## src/hdl/dqc_pkg.sv

```systemverilog
// shared types, codes and helpers for the debounced quadrature counter
package dqc_pkg;

	// field widths fixed by the item format
	localparam int AB_W      = 2;
	localparam int REQ_W     = 2;
	localparam int STATUS_W  = 3;
	localparam int STEPS_W   = 16;
	localparam int RETRY_W   = 8;
	localparam int DEG_W     = 25;
	localparam int MICRO_W   = 21;
	localparam int CFG_IDX_W = 2;
	localparam int CFG_DAT_W = 16;

	// arithmetic constants
	localparam int DEG_PER_TURN    = 360;
	localparam int MICRO_PER_UNIT  = 1000000;
	localparam int DEG_CONST_W     = 9;
	localparam int MICRO_CONST_W   = 20;
	localparam logic [RETRY_W-1:0] RETRY_RESET = 8'd3;

	// request codes
	localparam logic [REQ_W-1:0] REQ_START  = 2'd0;
	localparam logic [REQ_W-1:0] REQ_SAMPLE = 2'd1;
	localparam logic [REQ_W-1:0] REQ_READ   = 2'd2;

	// status codes
	localparam logic [STATUS_W-1:0] STS_COLLECT    = 3'd0;
	localparam logic [STATUS_W-1:0] STS_DONE       = 3'd1;
	localparam logic [STATUS_W-1:0] STS_READ_OK    = 3'd2;
	localparam logic [STATUS_W-1:0] STS_IGNORED    = 3'd3;
	localparam logic [STATUS_W-1:0] STS_STEPS_ZERO = 3'd4;

	// configuration register indexes
	localparam logic [CFG_IDX_W-1:0] CFG_STEPS = 2'd0;
	localparam logic [CFG_IDX_W-1:0] CFG_RETRY = 2'd1;

	// direction codes
	localparam logic signed [1:0] DIR_NONE = 2'sd0;
	localparam logic signed [1:0] DIR_UP   = 2'sd1;
	localparam logic signed [1:0] DIR_DOWN = -2'sd1;

	typedef enum logic [3:0] {
		S_IDLE,
		S_MAJ,
		S_MUL1,
		S_DIV1_GO,
		S_DIV1,
		S_MUL2,
		S_DIV2_GO,
		S_DIV2,
		S_PUT
	} seq_state_t;

	// detent rule: direction of a move from prev to cur
	function automatic logic signed [1:0] dir_of(input logic [AB_W-1:0] prev,
		input logic [AB_W-1:0] cur);
		logic signed [1:0] d;
		d = DIR_NONE;
		if (prev == cur) begin
			d = DIR_NONE;
		end else if ((prev == 2'd0 && cur == 2'd3) ||
			(cur == 2'd0 && (prev == 2'd1 || prev == 2'd2))) begin
			d = DIR_UP;
		end else if ((prev == 2'd3 && cur == 2'd0) ||
			(cur == 2'd3 && (prev == 2'd1 || prev == 2'd2))) begin
			d = DIR_DOWN;
		end
		return d;
	endfunction

endpackage

```

## src/hdl/dqc_divider.sv

```systemverilog
// serial restoring divider, one quotient bit per cycle
module dqc_divider #(
	parameter int DIV_W = 41
) (
	input  logic                        clk,
	input  logic                        arst_n,
	input  logic                        start,
	input  logic [DIV_W-1:0]            dividend,
	input  logic [dqc_pkg::STEPS_W-1:0] divisor,
	output logic                        done,
	output logic [DIV_W-1:0]            quotient,
	output logic [dqc_pkg::STEPS_W-1:0] remainder
);
	localparam int CNT_W = $clog2(DIV_W + 1);
	localparam int SW    = dqc_pkg::STEPS_W;

	logic                busy_q;
	logic                done_q;
	logic [CNT_W-1:0]    cnt_q;
	logic [DIV_W-1:0]    quo_q;
	logic [SW-1:0]       rem_q;
	logic [SW-1:0]       dvs_q;
	logic [SW:0]         trial;
	logic [SW:0]         diff;
	logic                fits;
	logic [SW-1:0]       rem_nxt;

	always_comb begin
		trial   = {rem_q, quo_q[DIV_W-1]};
		diff    = trial - {1'b0, dvs_q};
		fits    = (trial >= {1'b0, dvs_q});
		rem_nxt = fits ? diff[SW-1:0] : trial[SW-1:0];
	end

	always_ff @(posedge clk or negedge arst_n) begin
		if (!arst_n) begin
			busy_q <= 1'b0;
			done_q <= 1'b0;
			cnt_q  <= '0;
		end else if (start) begin
			busy_q <= 1'b1;
			done_q <= 1'b0;
			cnt_q  <= CNT_W'(DIV_W);
		end else if (busy_q) begin
			cnt_q <= cnt_q - 1'b1;
			if (cnt_q == CNT_W'(1)) begin
				busy_q <= 1'b0;
				done_q <= 1'b1;
			end
		end else begin
			done_q <= 1'b0;
		end
	end

	always_ff @(posedge clk) begin
		if (start) begin
			quo_q <= dividend;
			rem_q <= '0;
			dvs_q <= divisor;
		end else if (busy_q) begin
			quo_q <= {quo_q[DIV_W-2:0], fits};
			rem_q <= rem_nxt;
		end
	end

	assign done      = done_q;
	assign quotient  = quo_q;
	assign remainder = rem_q;

endmodule

```

## src/hdl/debounced_quadrature_counter.sv

```systemverilog
// top level of the debounced quadrature counter
//
// input channel (in_valid / in_stall): one transaction per request, req_type
//   selects start window, pin sample or read rotation; ab_pins holds A in bit 1
//   and B in bit 0. in_stall is high while a request is being worked on.
// output channel (out_valid / out_stall): exactly one result transaction per
//   request, in order. the result sits in an output register, so a new request
//   is taken while the previous result still waits on a stalled receiver.
// config channel (cfg_valid / cfg_ready): cfg_index 0 writes steps_per_turn,
//   1 writes retry_limit; other indexes are dropped. write only while idle.
// sequence: start, sample, ignored and steps-zero requests go from idle straight
//   to the put step; a sample that fills the window passes the majority step
//   first. a read passes two multiply steps and two divide steps, as the serial
//   divider (DIV_W = max(PULSE_BITS + 9, 36)) runs once for the degrees and
//   once for the micro-degree fraction, one quotient bit per cycle.
// flow: one request at a time; the next is accepted once the previous result
//   is in the output register.
// reset: window closed, tallies and pulse counter cleared, stored state 0,
//   steps_per_turn 0, retry_limit 3, no result pending.
module debounced_quadrature_counter #(
	parameter int WINDOW_SAMPLES = 5,
	parameter int PULSE_BITS     = 16
) (
	input  logic                                clk,
	input  logic                                arst_n,
	// request channel
	input  logic                                in_valid,
	output logic                                in_stall,
	input  logic [dqc_pkg::REQ_W-1:0]           req_type,
	input  logic [dqc_pkg::AB_W-1:0]            ab_pins,
	// result channel
	output logic                                out_valid,
	input  logic                                out_stall,
	output logic [dqc_pkg::STATUS_W-1:0]        status,
	output logic                                busy_res,
	output logic signed [1:0]                   delta,
	output logic [dqc_pkg::AB_W-1:0]            ab_now,
	output logic signed [dqc_pkg::DEG_W-1:0]    degrees,
	output logic signed [dqc_pkg::MICRO_W-1:0]  micro_degrees,
	// config channel
	input  logic                                cfg_valid,
	output logic                                cfg_ready,
	input  logic [dqc_pkg::CFG_IDX_W-1:0]       cfg_index,
	input  logic [dqc_pkg::CFG_DAT_W-1:0]       cfg_data
);
	localparam int CNT_W  = $clog2(WINDOW_SAMPLES + 1);
	localparam int PROD_W = PULSE_BITS + dqc_pkg::DEG_CONST_W;
	localparam int FRAC_W = dqc_pkg::STEPS_W + dqc_pkg::MICRO_CONST_W;
	localparam int DIV_W  = (PROD_W > FRAC_W) ? PROD_W : FRAC_W;
	localparam int AB_W   = dqc_pkg::AB_W;
	localparam int RW     = dqc_pkg::RETRY_W;

	localparam logic signed [PULSE_BITS-1:0] PULSE_MAX = {1'b0, {(PULSE_BITS-1){1'b1}}};
	localparam logic signed [PULSE_BITS-1:0] PULSE_MIN = {1'b1, {(PULSE_BITS-1){1'b0}}};

	dqc_pkg::seq_state_t state_q, state_nxt;

	// configuration
	logic [dqc_pkg::STEPS_W-1:0] steps_q;
	logic [RW-1:0]               retry_limit_q;

	// encoder state
	logic [AB_W-1:0]               last_ab_q;
	logic [CNT_W-1:0]              tally_q [4];
	logic [CNT_W-1:0]              count_q;
	logic                          win_open_q;
	logic                          retry_q;
	logic [RW-1:0]                 retries_q;
	logic signed [PULSE_BITS-1:0]  pulse_q;

	// result being built
	logic [dqc_pkg::STATUS_W-1:0]       res_status_q;
	logic signed [1:0]                  res_delta_q;
	logic signed [dqc_pkg::DEG_W-1:0]   res_deg_q;
	logic signed [dqc_pkg::MICRO_W-1:0] res_micro_q;

	// read arithmetic
	logic [DIV_W-1:0] num_q;
	logic             neg_q;

	// output register
	logic                               out_valid_q;
	logic [dqc_pkg::STATUS_W-1:0]       status_q;
	logic                               busy_q;
	logic signed [1:0]                  delta_q;
	logic [AB_W-1:0]                    ab_now_q;
	logic signed [dqc_pkg::DEG_W-1:0]   deg_q;
	logic signed [dqc_pkg::MICRO_W-1:0] micro_q;

	// sequencer controls
	logic accept;
	logic div_start;
	logic out_load;

	// divider
	logic                        div_done;
	logic [DIV_W-1:0]            div_quo;
	logic [dqc_pkg::STEPS_W-1:0] div_rem;

	// window close logic
	logic                          win_full;
	logic [RW:0]                   retry_next;
	logic [AB_W-1:0]               best_ab;
	logic [CNT_W-1:0]              best_cnt;
	logic                          fin_en;
	logic [AB_W-1:0]               fin_ab;
	logic signed [1:0]             fin_dir;
	logic signed [PULSE_BITS:0]    pulse_sum;
	logic signed [PULSE_BITS-1:0]  pulse_sat;
	logic [PULSE_BITS-1:0]         pulse_mag;

	assign accept = in_valid && !in_stall;

	// ---------------------------------------------------------------- next state
	always_comb begin
		state_nxt = state_q;
		case (state_q)
			dqc_pkg::S_IDLE: begin
				if (accept) begin
					state_nxt = dqc_pkg::S_PUT;
					if (req_type == dqc_pkg::REQ_SAMPLE && win_open_q && !retry_q &&
						win_full) begin
						state_nxt = dqc_pkg::S_MAJ;
					end else if (req_type == dqc_pkg::REQ_READ && steps_q != '0) begin
						state_nxt = dqc_pkg::S_MUL1;
					end
				end
			end
			dqc_pkg::S_MAJ:     state_nxt = dqc_pkg::S_PUT;
			dqc_pkg::S_MUL1:    state_nxt = dqc_pkg::S_DIV1_GO;
			dqc_pkg::S_DIV1_GO: state_nxt = dqc_pkg::S_DIV1;
			dqc_pkg::S_DIV1: begin
				if (div_done) begin
					state_nxt = dqc_pkg::S_MUL2;
				end
			end
			dqc_pkg::S_MUL2:    state_nxt = dqc_pkg::S_DIV2_GO;
			dqc_pkg::S_DIV2_GO: state_nxt = dqc_pkg::S_DIV2;
			dqc_pkg::S_DIV2: begin
				if (div_done) begin
					state_nxt = dqc_pkg::S_PUT;
				end
			end
			dqc_pkg::S_PUT: begin
				if (out_load) begin
					state_nxt = dqc_pkg::S_IDLE;
				end
			end
			default: state_nxt = dqc_pkg::S_IDLE;
		endcase
	end

	// ---------------------------------------------------------------- sequencer outputs
	always_comb begin
		in_stall  = 1'b1;
		cfg_ready = 1'b0;
		div_start = 1'b0;
		out_load  = 1'b0;
		case (state_q)
			dqc_pkg::S_IDLE: begin
				in_stall  = 1'b0;
				cfg_ready = 1'b1;
			end
			dqc_pkg::S_DIV1_GO, dqc_pkg::S_DIV2_GO: begin
				div_start = 1'b1;
			end
			dqc_pkg::S_PUT: begin
				// result register free, or its contents leave this cycle
				out_load = !out_valid_q || !out_stall;
			end
			default: begin
				in_stall = 1'b1;
			end
		endcase
	end

	always_ff @(posedge clk or negedge arst_n) begin
		if (!arst_n) begin
			state_q <= dqc_pkg::S_IDLE;
		end else begin
			state_q <= state_nxt;
		end
	end

	// ---------------------------------------------------------------- majority and close
	always_comb begin
		best_ab  = '0;
		best_cnt = '0;
		// strict compare keeps the lowest state on a tie
		for (int i = 0; i < 4; i++) begin
			if (tally_q[i] > best_cnt) begin
				best_cnt = tally_q[i];
				best_ab  = AB_W'(i);
			end
		end
	end

	assign win_full   = (count_q + 1'b1) == CNT_W'(WINDOW_SAMPLES);
	assign retry_next = {1'b0, retries_q} + 1'b1;

	always_comb begin
		fin_en = 1'b0;
		fin_ab = best_ab;
		if (state_q == dqc_pkg::S_MAJ) begin
			fin_en = (best_ab != last_ab_q) || (retry_limit_q == '0);
		end else if (accept && req_type == dqc_pkg::REQ_SAMPLE && win_open_q && retry_q) begin
			// retry sample: first change or the last allowed retry closes the window
			fin_ab = ab_pins;
			fin_en = (ab_pins != last_ab_q) || (retry_next >= {1'b0, retry_limit_q});
		end
	end

	// saturating pulse update
	always_comb begin
		fin_dir   = dqc_pkg::dir_of(last_ab_q, fin_ab);
		pulse_sum = {pulse_q[PULSE_BITS-1], pulse_q} +
			{{(PULSE_BITS-1){fin_dir[1]}}, fin_dir};
		if (pulse_sum[PULSE_BITS] != pulse_sum[PULSE_BITS-1]) begin
			pulse_sat = pulse_sum[PULSE_BITS] ? PULSE_MIN : PULSE_MAX;
		end else begin
			pulse_sat = pulse_sum[PULSE_BITS-1:0];
		end
		pulse_mag = pulse_q[PULSE_BITS-1] ? (PULSE_BITS)'(-pulse_q) : pulse_q;
	end

	// ---------------------------------------------------------------- configuration
	always_ff @(posedge clk or negedge arst_n) begin
		if (!arst_n) begin
			steps_q       <= '0;
			retry_limit_q <= dqc_pkg::RETRY_RESET;
		end else if (cfg_valid && cfg_ready) begin
			case (cfg_index)
				dqc_pkg::CFG_STEPS: steps_q       <= cfg_data;
				dqc_pkg::CFG_RETRY: retry_limit_q <= cfg_data[RW-1:0];
				default: begin
				end
			endcase
		end
	end

	// ---------------------------------------------------------------- encoder state
	always_ff @(posedge clk or negedge arst_n) begin
		if (!arst_n) begin
			last_ab_q  <= '0;
			count_q    <= '0;
			win_open_q <= 1'b0;
			retry_q    <= 1'b0;
			retries_q  <= '0;
			pulse_q    <= '0;
			for (int i = 0; i < 4; i++) begin
				tally_q[i] <= '0;
			end
		end else begin
			if (accept) begin
				case (req_type)
					dqc_pkg::REQ_START: begin
						// restart: any open window is dropped
						win_open_q <= 1'b1;
						retry_q    <= 1'b0;
						retries_q  <= '0;
						count_q    <= '0;
						for (int i = 0; i < 4; i++) begin
							tally_q[i] <= '0;
						end
					end
					dqc_pkg::REQ_SAMPLE: begin
						if (win_open_q && retry_q) begin
							retries_q <= retry_next[RW-1:0];
						end else if (win_open_q) begin
							tally_q[ab_pins] <= tally_q[ab_pins] + 1'b1;
							count_q          <= count_q + 1'b1;
						end
					end
					default: begin
					end
				endcase
			end
			if (state_q == dqc_pkg::S_MAJ && !fin_en) begin
				// majority matches stored state: go try a few more samples
				retry_q   <= 1'b1;
				retries_q <= '0;
			end
			if (state_q == dqc_pkg::S_MUL1) begin
				pulse_q <= '0;
			end
			if (fin_en) begin
				pulse_q    <= pulse_sat;
				last_ab_q  <= fin_ab;
				win_open_q <= 1'b0;
				retry_q    <= 1'b0;
				retries_q  <= '0;
				count_q    <= '0;
				for (int i = 0; i < 4; i++) begin
					tally_q[i] <= '0;
				end
			end
		end
	end

	// ---------------------------------------------------------------- result build
	always_ff @(posedge clk) begin
		if (accept) begin
			res_delta_q <= dqc_pkg::DIR_NONE;
			res_deg_q   <= '0;
			res_micro_q <= '0;
			case (req_type)
				dqc_pkg::REQ_START: res_status_q <= dqc_pkg::STS_COLLECT;
				dqc_pkg::REQ_SAMPLE: begin
					res_status_q <= win_open_q ? dqc_pkg::STS_COLLECT : dqc_pkg::STS_IGNORED;
				end
				dqc_pkg::REQ_READ: begin
					res_status_q <= (steps_q == '0) ? dqc_pkg::STS_STEPS_ZERO :
						dqc_pkg::STS_READ_OK;
				end
				default: res_status_q <= dqc_pkg::STS_IGNORED;
			endcase
		end
		if (fin_en) begin
			res_status_q <= dqc_pkg::STS_DONE;
			res_delta_q  <= fin_dir;
		end
		case (state_q)
			dqc_pkg::S_MUL1: begin
				// magnitude times 360, sign handled after the divides
				neg_q <= pulse_q[PULSE_BITS-1];
				num_q <= DIV_W'(pulse_mag) * DIV_W'(dqc_pkg::DEG_PER_TURN);
			end
			dqc_pkg::S_DIV1: begin
				if (div_done) begin
					res_deg_q <= neg_q ? -div_quo[dqc_pkg::DEG_W-1:0] :
						div_quo[dqc_pkg::DEG_W-1:0];
				end
			end
			dqc_pkg::S_MUL2: begin
				num_q <= DIV_W'(div_rem) * DIV_W'(dqc_pkg::MICRO_PER_UNIT);
			end
			dqc_pkg::S_DIV2: begin
				if (div_done) begin
					res_micro_q <= neg_q ? -div_quo[dqc_pkg::MICRO_W-1:0] :
						div_quo[dqc_pkg::MICRO_W-1:0];
				end
			end
			default: begin
			end
		endcase
	end

	dqc_divider #(
		.DIV_W(DIV_W)
	) u_div (
		.clk       (clk),
		.arst_n    (arst_n),
		.start     (div_start),
		.dividend  (num_q),
		.divisor   (steps_q),
		.done      (div_done),
		.quotient  (div_quo),
		.remainder (div_rem)
	);

	// ---------------------------------------------------------------- output register
	always_ff @(posedge clk or negedge arst_n) begin
		if (!arst_n) begin
			out_valid_q <= 1'b0;
		end else if (out_load) begin
			out_valid_q <= 1'b1;
		end else if (!out_stall) begin
			out_valid_q <= 1'b0;
		end
	end

	always_ff @(posedge clk) begin
		if (out_load) begin
			status_q <= res_status_q;
			busy_q   <= win_open_q;
			delta_q  <= res_delta_q;
			ab_now_q <= last_ab_q;
			deg_q    <= res_deg_q;
			micro_q  <= res_micro_q;
		end
	end

	assign out_valid     = out_valid_q;
	assign status        = status_q;
	assign busy_res      = busy_q;
	assign delta         = delta_q;
	assign ab_now        = ab_now_q;
	assign degrees       = deg_q;
	assign micro_degrees = micro_q;

	// ---------------------------------------------------------------- checks
	a_accept_busy: assert property (@(posedge clk) disable iff (!arst_n)
		accept |=> in_stall)
		else $error("request taken while a previous one is still open");

	a_retry_in_window: assert property (@(posedge clk) disable iff (!arst_n)
		retry_q |-> win_open_q)
		else $error("retry phase without an open window");

	a_closed_clean: assert property (@(posedge clk) disable iff (!arst_n)
		!win_open_q |-> (count_q == '0 && retries_q == '0))
		else $error("closed window left sample or retry count behind");

	a_div_done_owner: assert property (@(posedge clk) disable iff (!arst_n)
		div_done |-> (state_q == dqc_pkg::S_DIV1 || state_q == dqc_pkg::S_DIV2))
		else $error("divider finished outside a divide step");

	a_pulse_cleared: assert property (@(posedge clk) disable iff (!arst_n)
		state_q == dqc_pkg::S_MUL1 |=> pulse_q == '0)
		else $error("pulse counter not cleared by a read");

endmodule
```

## config.mk

```make
export PLATFORM = sky130hd
export DESIGN_NAME = debounced_quadrature_counter
export DESIGN_NICKNAME = d
export VERILOG_FILES = /design/src/hdl/dqc_pkg.sv /design/src/hdl/dqc_divider.sv /design/src/hdl/debounced_quadrature_counter.sv
export SDC_FILE = /design/constraint.sdc
export NUM_CORES = 1
export LEC_CHECK = 0
export ABC_AREA = 1
export BUFFER_PORTS_ARGS = -buffer_cell sky130_fd_sc_hd__buf_2
export CAP_MARGIN = 40
export CORE_ASPECT_RATIO = 0.9
export CORE_MARGIN = 5
export CORE_UTILIZATION = 35
export DETAILED_ROUTE_END_ITERATION = 8
export HOLD_SLACK_MARGIN = 0.03
export PLACE_DENSITY = 0.48
export SKIP_LAST_GASP = 1
export SYNTH_ARGS = -nofsm -noshare
export SYNTH_HDL_FRONTEND = slang
export SYNTH_SLANG_ARGS = --single-unit
```

## constraint.sdc

```tcl
create_clock -name clk -period 6.1 [get_ports clk]
set_clock_uncertainty 0.05 [all_clocks]
set_input_delay 1.22 -clock clk [delete_from_list [all_inputs] [get_ports clk]]
set_output_delay 1.22 -clock clk [all_outputs]
set_load 0.05 [all_outputs]
```

* After elaboration in Yosys (flattened, before gate mapping)
Cells that the tools add are included.
** Word-level totals
- Register bits :: 290
- Input port bits :: 27
- Output and inout port bits :: 57
- Logic and storage cells :: 217
** Cells by class
- Add/sub/neg operators :: 9
- Multipliers :: 2
- Order comparisons :: 8
- Eq/ne operators :: 30
- Mux-type cells :: 84
- Bitwise logic cells :: 1
- Reduce and logical (&&, ||, !) cells :: 51
** Operators by type and width (count)
- $mux 25 :: 4
- $mux 16 :: 6
- $mux 21 :: 4
- $mux 36 :: 2
- $pmux 36 s2 :: 1
- $mux 12 :: 4
- $pmux 4 s9 :: 1
- $mux 3 :: 11
- $mux 8 :: 4
- $mul 16x14->30 const B :: 1
- $neg 25->25 :: 1
- $mux 4 :: 6
- $pmux 12 s2 :: 1
- $mul 16x6->22 const B :: 1
- $mux 1 :: 22
- $neg 21->21 :: 1
- $mux 2 :: 10
- $add 16x2->17 :: 1
- $ge 17x16->1 :: 1
- $eq 4x3->1 const B :: 4
- $logic_and 1x1->1 :: 16
- $logic_not 16->1 :: 1
- $neg 16->16 :: 1
- $pmux 8 s2 :: 1
- 43 further kinds :: 80

* Logic depth before layout (Yosys ltp)
Gate-level depths: netlist of the first run.
- Depth after elaboration :: 20
- Gate-level depth with buffers :: 43
- Depth with buffers taken out :: 42

* By module
Synthesis of the first run repeated with hierarchy kept, for this count alone.
** Second synthesis, totals
- Cells, all modules :: 2509
- Area total of the unflattened synthesis :: 20588.5 µm²
** Modules (own cells, without submodules)
- debounced_quadrature_counter :: times used 1, cells an instance 1960, area an instance 16334.4 µm², seq. area each 5487.8 µm²
- dqc_divider :: times used 1, cells an instance 549, area an instance 4254.1 µm², seq. area each 2082.0 µm²

* Worst setup path after synthesis of the first run
No wires, ideal clock.
- Path type :: register -> register
- Start :: reg tally_q[8] (netlist bit)
- End :: reg pulse_q[6]
- Setup time :: 122 ps
- Arrival :: 5167 ps
- Data required time :: 5928 ps
- Slack :: 761 ps
- Cell stages (with the launch flop) :: 34
- Path buffers :: 1
- Period minus slack after synthesis :: 5339 ps
- Cell sequence :: dfrtp_1 > ha_1 > nand2_1 > nor2_2 > nor2_2 > nor2_4 > a21oi_1 > ha_1 > nand3b_1 > nand2_2 > nor2_1 > a21oi_1 > ha_1 > a21oi_1 > nand2_1 > nand2_1 > nand2_1 > o21ai_1 > xor2_1 > nand2_1 > nand2_1 > nor2_1 > ha_1 > a21oi_1 > o21ai_1 > a21oi_1 > nand2_1 > nand2_1 > nand2_1 > nand2_1 > buf_2 > nand3_1 > nand2_1 > o21ai_1
** Between the ends
- Word-level cells in the longest chain between the ends :: 18
- Elaborated cells on any way between the ends :: 31
- Classes of those cells :: add/sub: 1; order compare: 3; eq/ne: 4; mux: 14; reduce/logical: 9
** RTL lines
- start, declared :: RTL line debounced_quadrature_counter.sv:64 : logic [CNT_W-1:0] tally_q [4];
- start signal, assigned by index :: RTL line debounced_quadrature_counter.sv:270 : tally_q[ab_pins] <= tally_q[ab_pins] + 1'b1;
- $gt 3x3->1 :: RTL line debounced_quadrature_counter.sv:191 : if (tally_q[i] > best_cnt) begin
- $mux 3 :: RTL line debounced_quadrature_counter.sv:191
- $gt 3x3->1 :: RTL line debounced_quadrature_counter.sv:191
- $mux 3 :: RTL line debounced_quadrature_counter.sv:191
- $gt 3x3->1 :: RTL line debounced_quadrature_counter.sv:191
- $mux 2 (*) :: RTL line debounced_quadrature_counter.sv:191
- $mux 2 :: RTL line debounced_quadrature_counter.sv:206 : end else if (accept && req_type == dqc_pkg::REQ_SAMPLE && win_open_q && retry_q) begin
- $mux 2 (*) :: RTL line debounced_quadrature_counter.sv:204 : if (state_q == dqc_pkg::S_MAJ) begin
- [... 3 more ...]
- $mux 2 :: RTL line dqc_pkg.sv:65 : end else if ((prev == 2'd3 && cur == 2'd0) ||
- $mux 2 :: RTL line dqc_pkg.sv:62 : end else if ((prev == 2'd0 && cur == 2'd3) ||
- $mux 2 (*) :: RTL line dqc_pkg.sv:60 : if (prev == cur) begin
- via fin_dir[1] :: RTL line debounced_quadrature_counter.sv:107 : logic signed [1:0] fin_dir;
- $add 16x2->17 (*) :: RTL line debounced_quadrature_counter.sv:216 : pulse_sum = {pulse_q[PULSE_BITS-1], pulse_q} +
- $mux 16 / $ne 1x1->1 (equally long branches) :: RTL line debounced_quadrature_counter.sv:219, debounced_quadrature_counter.sv:218
- $mux 16 (*) :: RTL line debounced_quadrature_counter.sv:218 : if (pulse_sum[PULSE_BITS] != pulse_sum[PULSE_BITS-1]) begin
- $mux 16 (*) :: RTL line debounced_quadrature_counter.sv:286 : if (fin_en) begin
- end signal, assigned :: RTL line debounced_quadrature_counter.sv:287 : pulse_q <= pulse_sat;
- end, declared :: RTL line debounced_quadrature_counter.sv:69 : logic signed [PULSE_BITS-1:0] pulse_q;
The timed path passes the listed nets; every way through them passes the cells marked *.
A chain may end at the register's enable or synchronous reset.

* Worst setup path after layout of the first run
- Start :: reg tally_q[11] (netlist bit)
- End :: reg pulse_q[5]
** Between the ends
- Word-level cells in the longest chain between the ends :: 20
- Elaborated cells on any way between the ends :: 33
- Classes of those cells :: add/sub: 1; order compare: 4; eq/ne: 4; mux: 15; reduce/logical: 9
** RTL lines (RTL line)
- $gt 3x1->1 :: debounced_quadrature_counter.sv:191
- $mux 3 (*) :: debounced_quadrature_counter.sv:191
- $gt 3x3->1 :: debounced_quadrature_counter.sv:191
- $mux 3 :: debounced_quadrature_counter.sv:191
- $gt 3x3->1 :: debounced_quadrature_counter.sv:191
- $mux 3 :: debounced_quadrature_counter.sv:191
- $gt 3x3->1 :: debounced_quadrature_counter.sv:191
- $mux 2 (*) :: debounced_quadrature_counter.sv:191
- [... 5 more ...]
- $mux 2 :: dqc_pkg.sv:65
- $mux 2 :: dqc_pkg.sv:62
- $mux 2 (*) :: dqc_pkg.sv:60
- via fin_dir[0] :: debounced_quadrature_counter.sv:107
- $add 16x2->17 (*) :: debounced_quadrature_counter.sv:216
- $mux 16 / $ne 1x1->1 (equally long branches) :: debounced_quadrature_counter.sv:219, debounced_quadrature_counter.sv:218
- $mux 16 (*) :: debounced_quadrature_counter.sv:218
- $mux 16 (*) :: debounced_quadrature_counter.sv:286
Marked as above.

==> flow_summary_export.csv, run 1 <==
group,metric,value,unit
critical_path,crit-reg2reg-launch,"tally_q[11]$_DFFE_PN0P_",
grt,grt_first_pass_wirelength,86600,µm
grt,grt.overflow.total,0,
die,fp.dieArea,62200,µm²
min_path,timing.hold.worst.class,"reg -> reg",
grt,first_global_vias,15675,
clock_tree,clk_lat_worst_skew,570,ps
clock_tree,reg_clk_slew_reported_paths,60,ps
critical_path,cp.arrival,6020,ps
layout,layout-drive-gt1-share,10.1,%
routing,tritonroute_pass_1_iters,5,
timing,finalCriticalPeriod,5640,ps
timing,hold_viol,0,
critical_path,worst_setup_path_endpoint,"pulse_q[5]$_DFFE_PN0P_",
die,die_height,237,µm
place,port-buffer-count,83,
synthesis,syn_inst,2356,
place,gp_routability_congestion,0.863,
timing,slew_worst_pin,879,ps
clock_tree,cts_tree,"yes",
critical_path,worst-r2r-setup-slack,460,ps
die,start_util,35.3,%
clock_tree,htree_levels,2,
layout,n_antenna_cell,0,
layout,area_growth,13.1,%
critical_path,timing.rr.end,"pulse_q[5]$_DFFE_PN0P_",
routing,detail-route-antenna-nets,0,
die,design.core.area,56900,µm²
synthesis,netlist-cell-type-count,54,
die,die_w,262,µm
timing,rsz0062_at_grt,"no",
place,place.detailed.hpwl,41500,µm
critical_path,critPathSlowestCell,"sky130_fd_sc_hd__fa_1",
die,rows,83,
critical_path,critPathKind,"reg -> reg",
synthesis,synth-seq-area-share,37.7,%
layout,utilization,39.9,%
critical_path,source_of_the_critical_timing_path,"tally_q[11]$_DFFE_PN0P_",
grt,grt_start_max_net_pins,72,
timing,final_max_slew_viol_count,0,
routing,post_drt_wl_per_cell,16.3,µm
clock_tree,cts_buffer_depth,3,
layout,cell_count_final_fillers_out,3261,
routing,vias,15788,
die,io_pins,84,
critical_path,worst_r2r_path_depth,38,
routing,vias_per_cell,4.84,
synthesis,flop_and_latch_count_out_of_synthesis,287,
synthesis,synth_area_per_cell,8.52,µm²
synthesis,yosysWarningCount,0,
routing,drc,0,
job,max-cap-violations,0,
timing,period_share,92.4,%
place,placed_cells,3190,
status,run_status,"finished clean",
synthesis,synth_ff_type,"sky130_fd_sc_hd__edfxtp_1",
critical_path,setup.worst_path.end_class,"flip-flop",
critical_path,most_frequent_cell_on_the_critical_path,"sky130_fd_sc_hd__nand2_1",
layout,nNetsFinal,2783,
critical_path,cpPeakStageDelay,410,ps
clock_tree,cts.hold.buffers_added,0,
grt,grt_antenna_before_repair,0,
critical_path,setup.worst_path.start_class,"flip-flop",
critical_path,timing.critical_path.fanout_max,15,
timing,worst_slew_margin_rel,41.4,%
grt,globalRouteTotalUtil,16.9,%
synthesis,post_synth_instance_area,20100,µm²
clock_tree,clock-root-buffer,"sky130_fd_sc_hd__clkbuf_16",
synthesis,ys_async_sr_fraction,27.9,%
routing,wl,53000,µm
layout,fillerInstances,5786,
clock_tree,cts_buffers,36,
routing,dr.first_iter.drc_count,1041,
critical_path,cp_data_required_time,6480,ps
synthesis,synth_edf_count,142,
timing,report.final.setup_viol,0,
synthesis,postSynthNetCount,2671,
timing,fmax,177,MHz
clock_tree,clock-sinks,287,
-- cell usage after synthesis (3+ instances only) --
library cell / n / area, µm²
sky130_fd_sc_hd__inv_1: 300 / 1130
sky130_fd_sc_hd__nor2_2: 20 / 125
sky130_fd_sc_hd__nor4_1: 9 / 56.3
sky130_fd_sc_hd__a21o_1: 10 / 75.1
sky130_fd_sc_hd__nand4_1: 16 / 100
sky130_fd_sc_hd__nor2_4: 3 / 33.8
sky130_fd_sc_hd__clkinv_1: 4 / 15.0
sky130_fd_sc_hd__nand3b_1: 15 / 113
sky130_fd_sc_hd__o211ai_1: 3 / 22.5
sky130_fd_sc_hd__clkbuf_1: 25 / 93.8
sky130_fd_sc_hd__a21boi_0: 4 / 30.0
sky130_fd_sc_hd__o21ai_0: 175 / 876
sky130_fd_sc_hd__inv_2: 9 / 33.8
sky130_fd_sc_hd__o31ai_1: 8 / 60.1
sky130_fd_sc_hd__nor2_1: 150 / 563
sky130_fd_sc_hd__mux2_2: 8 / 90.1
sky130_fd_sc_hd__ha_1: 205 / 2560
sky130_fd_sc_hd__and2_1: 3 / 18.8
sky130_fd_sc_hd__nand3_1: 156 / 781
sky130_fd_sc_hd__o21ai_1: 25 / 125
sky130_fd_sc_hd__nand2_2: 9 / 56.3
sky130_fd_sc_hd__dfrtp_1: 78 / 1950
sky130_fd_sc_hd__fa_1: 83 / 1660
sky130_fd_sc_hd__dfxtp_1: 65 / 1300
sky130_fd_sc_hd__nand2_4: 3 / 33.8
sky130_fd_sc_hd__buf_6: 5 / 56.3
sky130_fd_sc_hd__or2_2: 4 / 25.0
sky130_fd_sc_hd__o21bai_1: 10 / 75.1
sky130_fd_sc_hd__a21oi_1: 130 / 651
sky130_fd_sc_hd__xnor2_1: 22 / 193
sky130_fd_sc_hd__edfxtp_1: 142 / 4260
sky130_fd_sc_hd__nand2_1: 557 / 2090
sky130_fd_sc_hd__buf_2: 13 / 65.1
sky130_fd_sc_hd__a22oi_1: 4 / 30.0
sky130_fd_sc_hd__nor3_1: 22 / 110
sky130_fd_sc_hd__xor2_1: 37 / 324
-- sequential cells by signal, indices dropped and copies added, names as in the netlist, 2 cells and up --
register	count
ab_now	2
count_q	3
degrees	25
delta	2
last_ab_q	2
micro_degrees	21
num_q	33
pulse_q	16
res_deg_q	25
res_delta_q	2
res_micro_q	21
res_status_q	3
retries_q	8
retry_limit_q	8
state_q	4
status	3
steps_q	16
tally_q	12
u_div.cnt_q	6
u_div.dvs_q	16
u_div.quotient	36
u_div.remainder	16
-- logic make-up after synthesis --
logic type | Yosys count | synth area share (%)
mux | 8 | 0.449
fa+ha+maj | 288 | 21.1
flops | 287 | 37.7
buf+inv | 356 | 6.93
xor+xnor | 59 | 2.58
compound gates | 384 | 10.4
simple gates | 974 | 20.9
-- final cells by class --
class | count | area [µm²] | share of cell area [%]
Clock buffer | 48 | 997 | 4.39
Clock inverter | 18 | 166 | 0.733
Inverter | 313 | 1170 | 5.18
Multi-Input combinational cell | 1714 | 11200 | 49.2
Sequential cell | 287 | 7570 | 33.3
Tap cell | 765 | 957 | 4.22
Timing Repair Buffer | 116 | 666 | 2.93
-- placed cells by master (no fill, tap or decap), types with 82 or more instances in the layout --
master	Yosys	layout
sky130_fd_sc_hd__a21oi_1	130	128
sky130_fd_sc_hd__buf_2	13	82
sky130_fd_sc_hd__edfxtp_1	142	142
sky130_fd_sc_hd__fa_1	83	83
sky130_fd_sc_hd__ha_1	205	205
sky130_fd_sc_hd__inv_1	300	298
sky130_fd_sc_hd__nand2_1	557	553
sky130_fd_sc_hd__nand3_1	156	156
sky130_fd_sc_hd__nor2_1	150	148
sky130_fd_sc_hd__o21ai_0	175	173
-- worst min-delay path by stage --
| stage | endpoint | startpoint | cells after the start | slack [ps] |
|---|---|---|---|---|
| after floorplan | delta[0]$_DFFE_PP_ | res_delta_q[0]$_SDFFCE_PN0P_ | 0 | 350 |
| after global placement | delta[1]$_DFFE_PP_ | res_delta_q[1]$_SDFFCE_PN0P_ | 0 | 360 |
| after detailed placement | delta[1]$_DFFE_PP_ | res_delta_q[1]$_SDFFCE_PN0P_ | 0 | 360 |
| after CTS | delta[1]$_DFFE_PP_ | res_delta_q[1]$_SDFFCE_PN0P_ | 0 | 370 |
| after global routing | delta[1]$_DFFE_PP_ | res_delta_q[1]$_SDFFCE_PN0P_ | 0 | 370 |
| final | delta[1]$_DFFE_PP_ | res_delta_q[1]$_SDFFCE_PN0P_ | 0 | 370 |
-- stage by stage --
step,setup TNS (ps),worst slack [ps],hold slack (ps),area (µm²)
floorplan,0,761,350,20100
global placement,-570,-62.1,358,21400
detailed placement,0,208,361,21400
CTS,0,165,374,22600
global route,0,10.4,372,22700
finish,0,463,371,22700
-- critical path: cells and delay by family (launching register included) --
family	cells	cell delay, ps
and+or+nand+nor	24	2510
adders and majority gates	5	1490
AOI/OAI and AO/OA	5	580
DFF	1	380
buffers and inverters	3	310
xor gates and xnor gates	1	180
-- metal layers --
metal	vias to the layer above	GRT usage, %	routed length (µm)
met5	-	0	0
met4	0	3.47	932
met3	59	2.83	2480
met2	284	25.7	22500
met1	7402	25.3	27100
li1	8043	-	-
-- what timing repair did --
action,4_1_cts,5_1_grt
setup endpoints to repair,0,15
endpoints found under the hold margin,0,0
setup buffers,0,4
resized for setup,0,15
Power of run 1 is not shown: default switching activity piles up to over one toggle a cycle in this logic, so the estimate is an artifact.
==> run 2: changes to the inputs <==
--- a/config.mk
+++ b/config.mk
@@ -5,7 +5,6 @@
 export SDC_FILE = /design/constraint.sdc
 export NUM_CORES = 1
 export LEC_CHECK = 0
-export ABC_AREA = 1
 export BUFFER_PORTS_ARGS = -buffer_cell sky130_fd_sc_hd__buf_2
 export CAP_MARGIN = 40
 export CORE_ASPECT_RATIO = 0.9
==> run 2 against run 1 <==
Synthesized cell count down 22%. Register-to-register slack worse by 350 ps. Design area down 1.8%. Synthesized area down 5.4%. First-iteration DRC count down 37%. Via count down 12%. Critical path type unchanged. Largest cell class unchanged.
==> flow_summary_export.csv, run 2 <==
group,metric,value,unit
layout,postLayoutCellArea,22300,µm²
critical_path,cp_data_required_time,6460,ps
timing,period_share,98.1,%
die,start_util,35.1,%
synthesis,synth_common_cells,"sky130_fd_sc_hd__nand2_1 (234), sky130_fd_sc_hd__ha_1 (205), sky130_fd_sc_hd__inv_1 (154), sky130_fd_sc_hd__edfxtp_1 (142), sky130_fd_sc_hd__o21ai_0 (114)",
die,io_pins,84,
layout,layout.area.seq,7570,µm²
die,die_w,255,µm
place,place.detailed.hpwl,37100,µm
timing,slew_worst_pin,782,ps
critical_path,critPathSlowestCell,"sky130_fd_sc_hd__dfrtp_1",
grt,first_global_vias,13833,
critical_path,crit-reg2reg-launch,"tally_q[8]$_DFFE_PN0P_",
layout,largest_reg_flops,36,
routing,dr.first_iter.drc_count,653,
place,port-buffer-count,83,
grt,grt_antenna_before_repair,0,
routing,wl,47800,µm
die,die_height,231,µm
critical_path,timing.rr.end,"pulse_q[4]$_DFFE_PN0P_",
timing,rsz0062_at_grt,"yes",
timing,finalCriticalPeriod,5980,ps
synthesis,post_synth_instance_area,19000,µm²
synthesis,synth-seq-area-share,39.9,%
clock_tree,cts_tree,"yes",
routing,post_drt_wl_per_cell,17.5,µm
place,postPlaceCellArea,20800,µm²
layout,nNetsFinal,2315,
timing,final_max_slew_viol_count,0,
layout,utilization,41.3,%
critical_path,critPathKind,"reg -> reg",
layout,layout-drive-gt1-share,16.1,%
routing,vias,13827,
min_path,min_path_cells,0,
critical_path,cp.arrival,6340,ps
min_path,worst_min_path_start,"res_delta_q[0]$_SDFFCE_PN0P_",
clock_tree,reg_clk_slew_reported_paths,60,ps
timing,hold_viol,0,
critical_path,setup.worst_path.end_class,"flip-flop",
synthesis,synth_edf_count,142,
synthesis,library_cell_with_the_largest_summed_area_after_synthesis,"sky130_fd_sc_hd__edfxtp_1",
synthesis,synth_ff_type,"sky130_fd_sc_hd__edfxtp_1",
routing,tritonroute_pass_1_iters,5,
grt,globalRouteTotalUtil,15.8,%
min_path,timing.hold.worst.class,"reg -> reg",
layout,leading_cell_type_in_the_layout_fill_and_taps_excluded,"sky130_fd_sc_hd__nand2_1",
clock_tree,cts_buffers,35,
synthesis,synth.most_common_cell,"sky130_fd_sc_hd__nand2_1",
synthesis,syn_inst,1837,
critical_path,setup.worst_path.start_class,"flip-flop",
synthesis,largest_cells_by_area_after_synthesis,"sky130_fd_sc_hd__edfxtp_1 (22%), sky130_fd_sc_hd__ha_1 (14%), sky130_fd_sc_hd__dfrtp_1 (10%)",
timing,worst_slew_margin_rel,47.7,%
critical_path,crit_family,"compound AO/OA/AOI/OAI gates",
die,rows,81,
status,run_status,"finished clean",
critical_path,cpPeakStageDelay,400,ps
clock_tree,clk_lat_worst_skew,550,ps
clock_tree,cts.hold.buffers_added,0,
critical_path,timing.critical_path.fanout_max,8,
grt,grt_start_max_net_pins,60,
synthesis,postSynthNetCount,2152,
clock_tree,clock-sinks,287,
clock_tree,cts_buffer_depth,3,
synthesis,yosys.area.top_type_share,22.5,%
routing,vias_per_cell,5.06,
routing,drc,0,
clock_tree,clock-root-buffer,"sky130_fd_sc_hd__clkbuf_16",
layout,fillerInstances,5239,
layout,final_cell_mix,"sky130_fd_sc_hd__nand2_1 (230), sky130_fd_sc_hd__ha_1 (195), sky130_fd_sc_hd__inv_1 (152)",
synthesis,netlist-cell-type-count,85,
layout,n_antenna_cell,0,
synthesis,flop_and_latch_count_out_of_synthesis,287,
place,gp_routability_congestion,0.861,
grt,grt.overflow.total,0,
critical_path,worst-r2r-setup-slack,120,ps
critical_path,cp.buffers_inverters,1,
clock_tree,htree_levels,2,
routing,detail-route-antenna-nets,0,
timing,fmax,167,MHz
synthesis,ys_async_sr_fraction,27.9,%
min_path,hold_path_end,"delta[0]$_DFFE_PP_",
timing,report.final.setup_viol,0,
synthesis,yosysWarningCount,0,
job,max-cap-violations,0,
synthesis,synth_area_per_cell,10.3,µm²
critical_path,worst_r2r_path_depth,25,
layout,area_growth,17.5,%
layout,area_of_the_multi_input_gates,11000,µm²
grt,grt_first_pass_wirelength,76500,µm
timing,final_setup_tns,0,ps
die,fp.dieArea,59000,µm²
die,design.core.area,54000,µm²
[run 2: layout make-up]
cell class                      instances  share of cell area, %
Timing Repair Buffer                  167                   5.06
Inverter                              157                   2.64
Tap cell                              705                   3.96
Multi-Input combinational cell       1352                   49.3
Clock inverter                         21                   1.01
Clock buffer                           42                   4.14
Sequential cell                       287                   34.0
[run 2: per-layer routing]
| layer | global-route usage, % | part of all wire (%) | up-vias |
|---|---|---|---|
| li1 | - | - | 6865 |
| met1 | 23.5 | 51 | 6663 |
| met2 | 24.2 | 43 | 238 |
| met3 | 2.38 | 3.6 | 61 |
| met4 | 4.42 | 2.4 | 0 |
| met5 | 0 | 0 | - |
[run 2: kinds of logic after synthesis]
kind of cell | count (synthesis) | synth area share, %
AND/OR/NAND/NOR | 511 | 12.3
AO/OA/AOI/OAI | 395 | 13.7
XOR/XNOR | 109 | 5.03
multiplexers | 46 | 2.81
buffers and inverters | 201 | 4.05
flip-flops | 287 | 39.9
adder cells (fa/ha/maj) | 288 | 22.3
[run 2: timing repair]
item,in CTS,in global routing
resized for setup,9,51
hold endpoints to repair,0,0
setup buffers,3,8
setup endpoints to repair,15,18
pin swaps,3,29
cloned,0,3
[run 2: stage by stage]
| stage | instances | worst slack, ps | hold slack (ps) |
|---|---|---|---|
| after global placement | 2650 | -88.2 | 362 |
| final | 2731 | 116 | 372 |
| after global routing | 2731 | -132 | 387 |
| after floorplan | 1837 | 13.2 | 350 |
| after detailed placement | 2654 | -316 | 361 |
| after CTS | 2720 | 8.37 | 374 |
[run 2: how the worst max path moves through the flow]
stage	startpoint	to	slack [ps]	cells past startpoint
after floorplan	tally_q[9]$_DFFE_PN0P_	pulse_q[11]$_DFFE_PN0P_	10	29
after global placement	tally_q[8]$_DFFE_PN0P_	pulse_q[12]$_DFFE_PN0P_	-90	25
after detailed placement	tally_q[8]$_DFFE_PN0P_	pulse_q[4]$_DFFE_PN0P_	-320	25
after CTS	tally_q[10]$_DFFE_PN0P_	pulse_q[12]$_DFFE_PN0P_	8	27
after global routing	tally_q[8]$_DFFE_PN0P_	pulse_q[4]$_DFFE_PN0P_	-130	27
final	tally_q[8]$_DFFE_PN0P_	pulse_q[4]$_DFFE_PN0P_	120	25
[run 2: worst register-to-register path: stages (launching register included)]
cell                       delay (ps)
sky130_fd_sc_hd__dfrtp_1          400
sky130_fd_sc_hd__ha_4             290
sky130_fd_sc_hd__nand3b_1         130
sky130_fd_sc_hd__a32oi_2          320
sky130_fd_sc_hd__mux2_4           370
sky130_fd_sc_hd__ha_4             160
sky130_fd_sc_hd__nand3b_1         210
sky130_fd_sc_hd__a32o_2           290
sky130_fd_sc_hd__nand2_1           70
sky130_fd_sc_hd__o21ai_1           60
sky130_fd_sc_hd__ha_1             320
sky130_fd_sc_hd__a211oi_2         250
sky130_fd_sc_hd__nor2_2            80
sky130_fd_sc_hd__mux2_4           300
sky130_fd_sc_hd__buf_6            120
sky130_fd_sc_hd__a311o_1          350
sky130_fd_sc_hd__ha_4             190
sky130_fd_sc_hd__fa_2             360
sky130_fd_sc_hd__a211o_1          300
sky130_fd_sc_hd__a21oi_2          150
sky130_fd_sc_hd__o211ai_1         110
sky130_fd_sc_hd__nand4_1          120
sky130_fd_sc_hd__nand2_2           60
sky130_fd_sc_hd__mux2_4           280
sky130_fd_sc_hd__and2_4           200
sky130_fd_sc_hd__a221o_1          330
Power of run 2 is left out for the same reason.
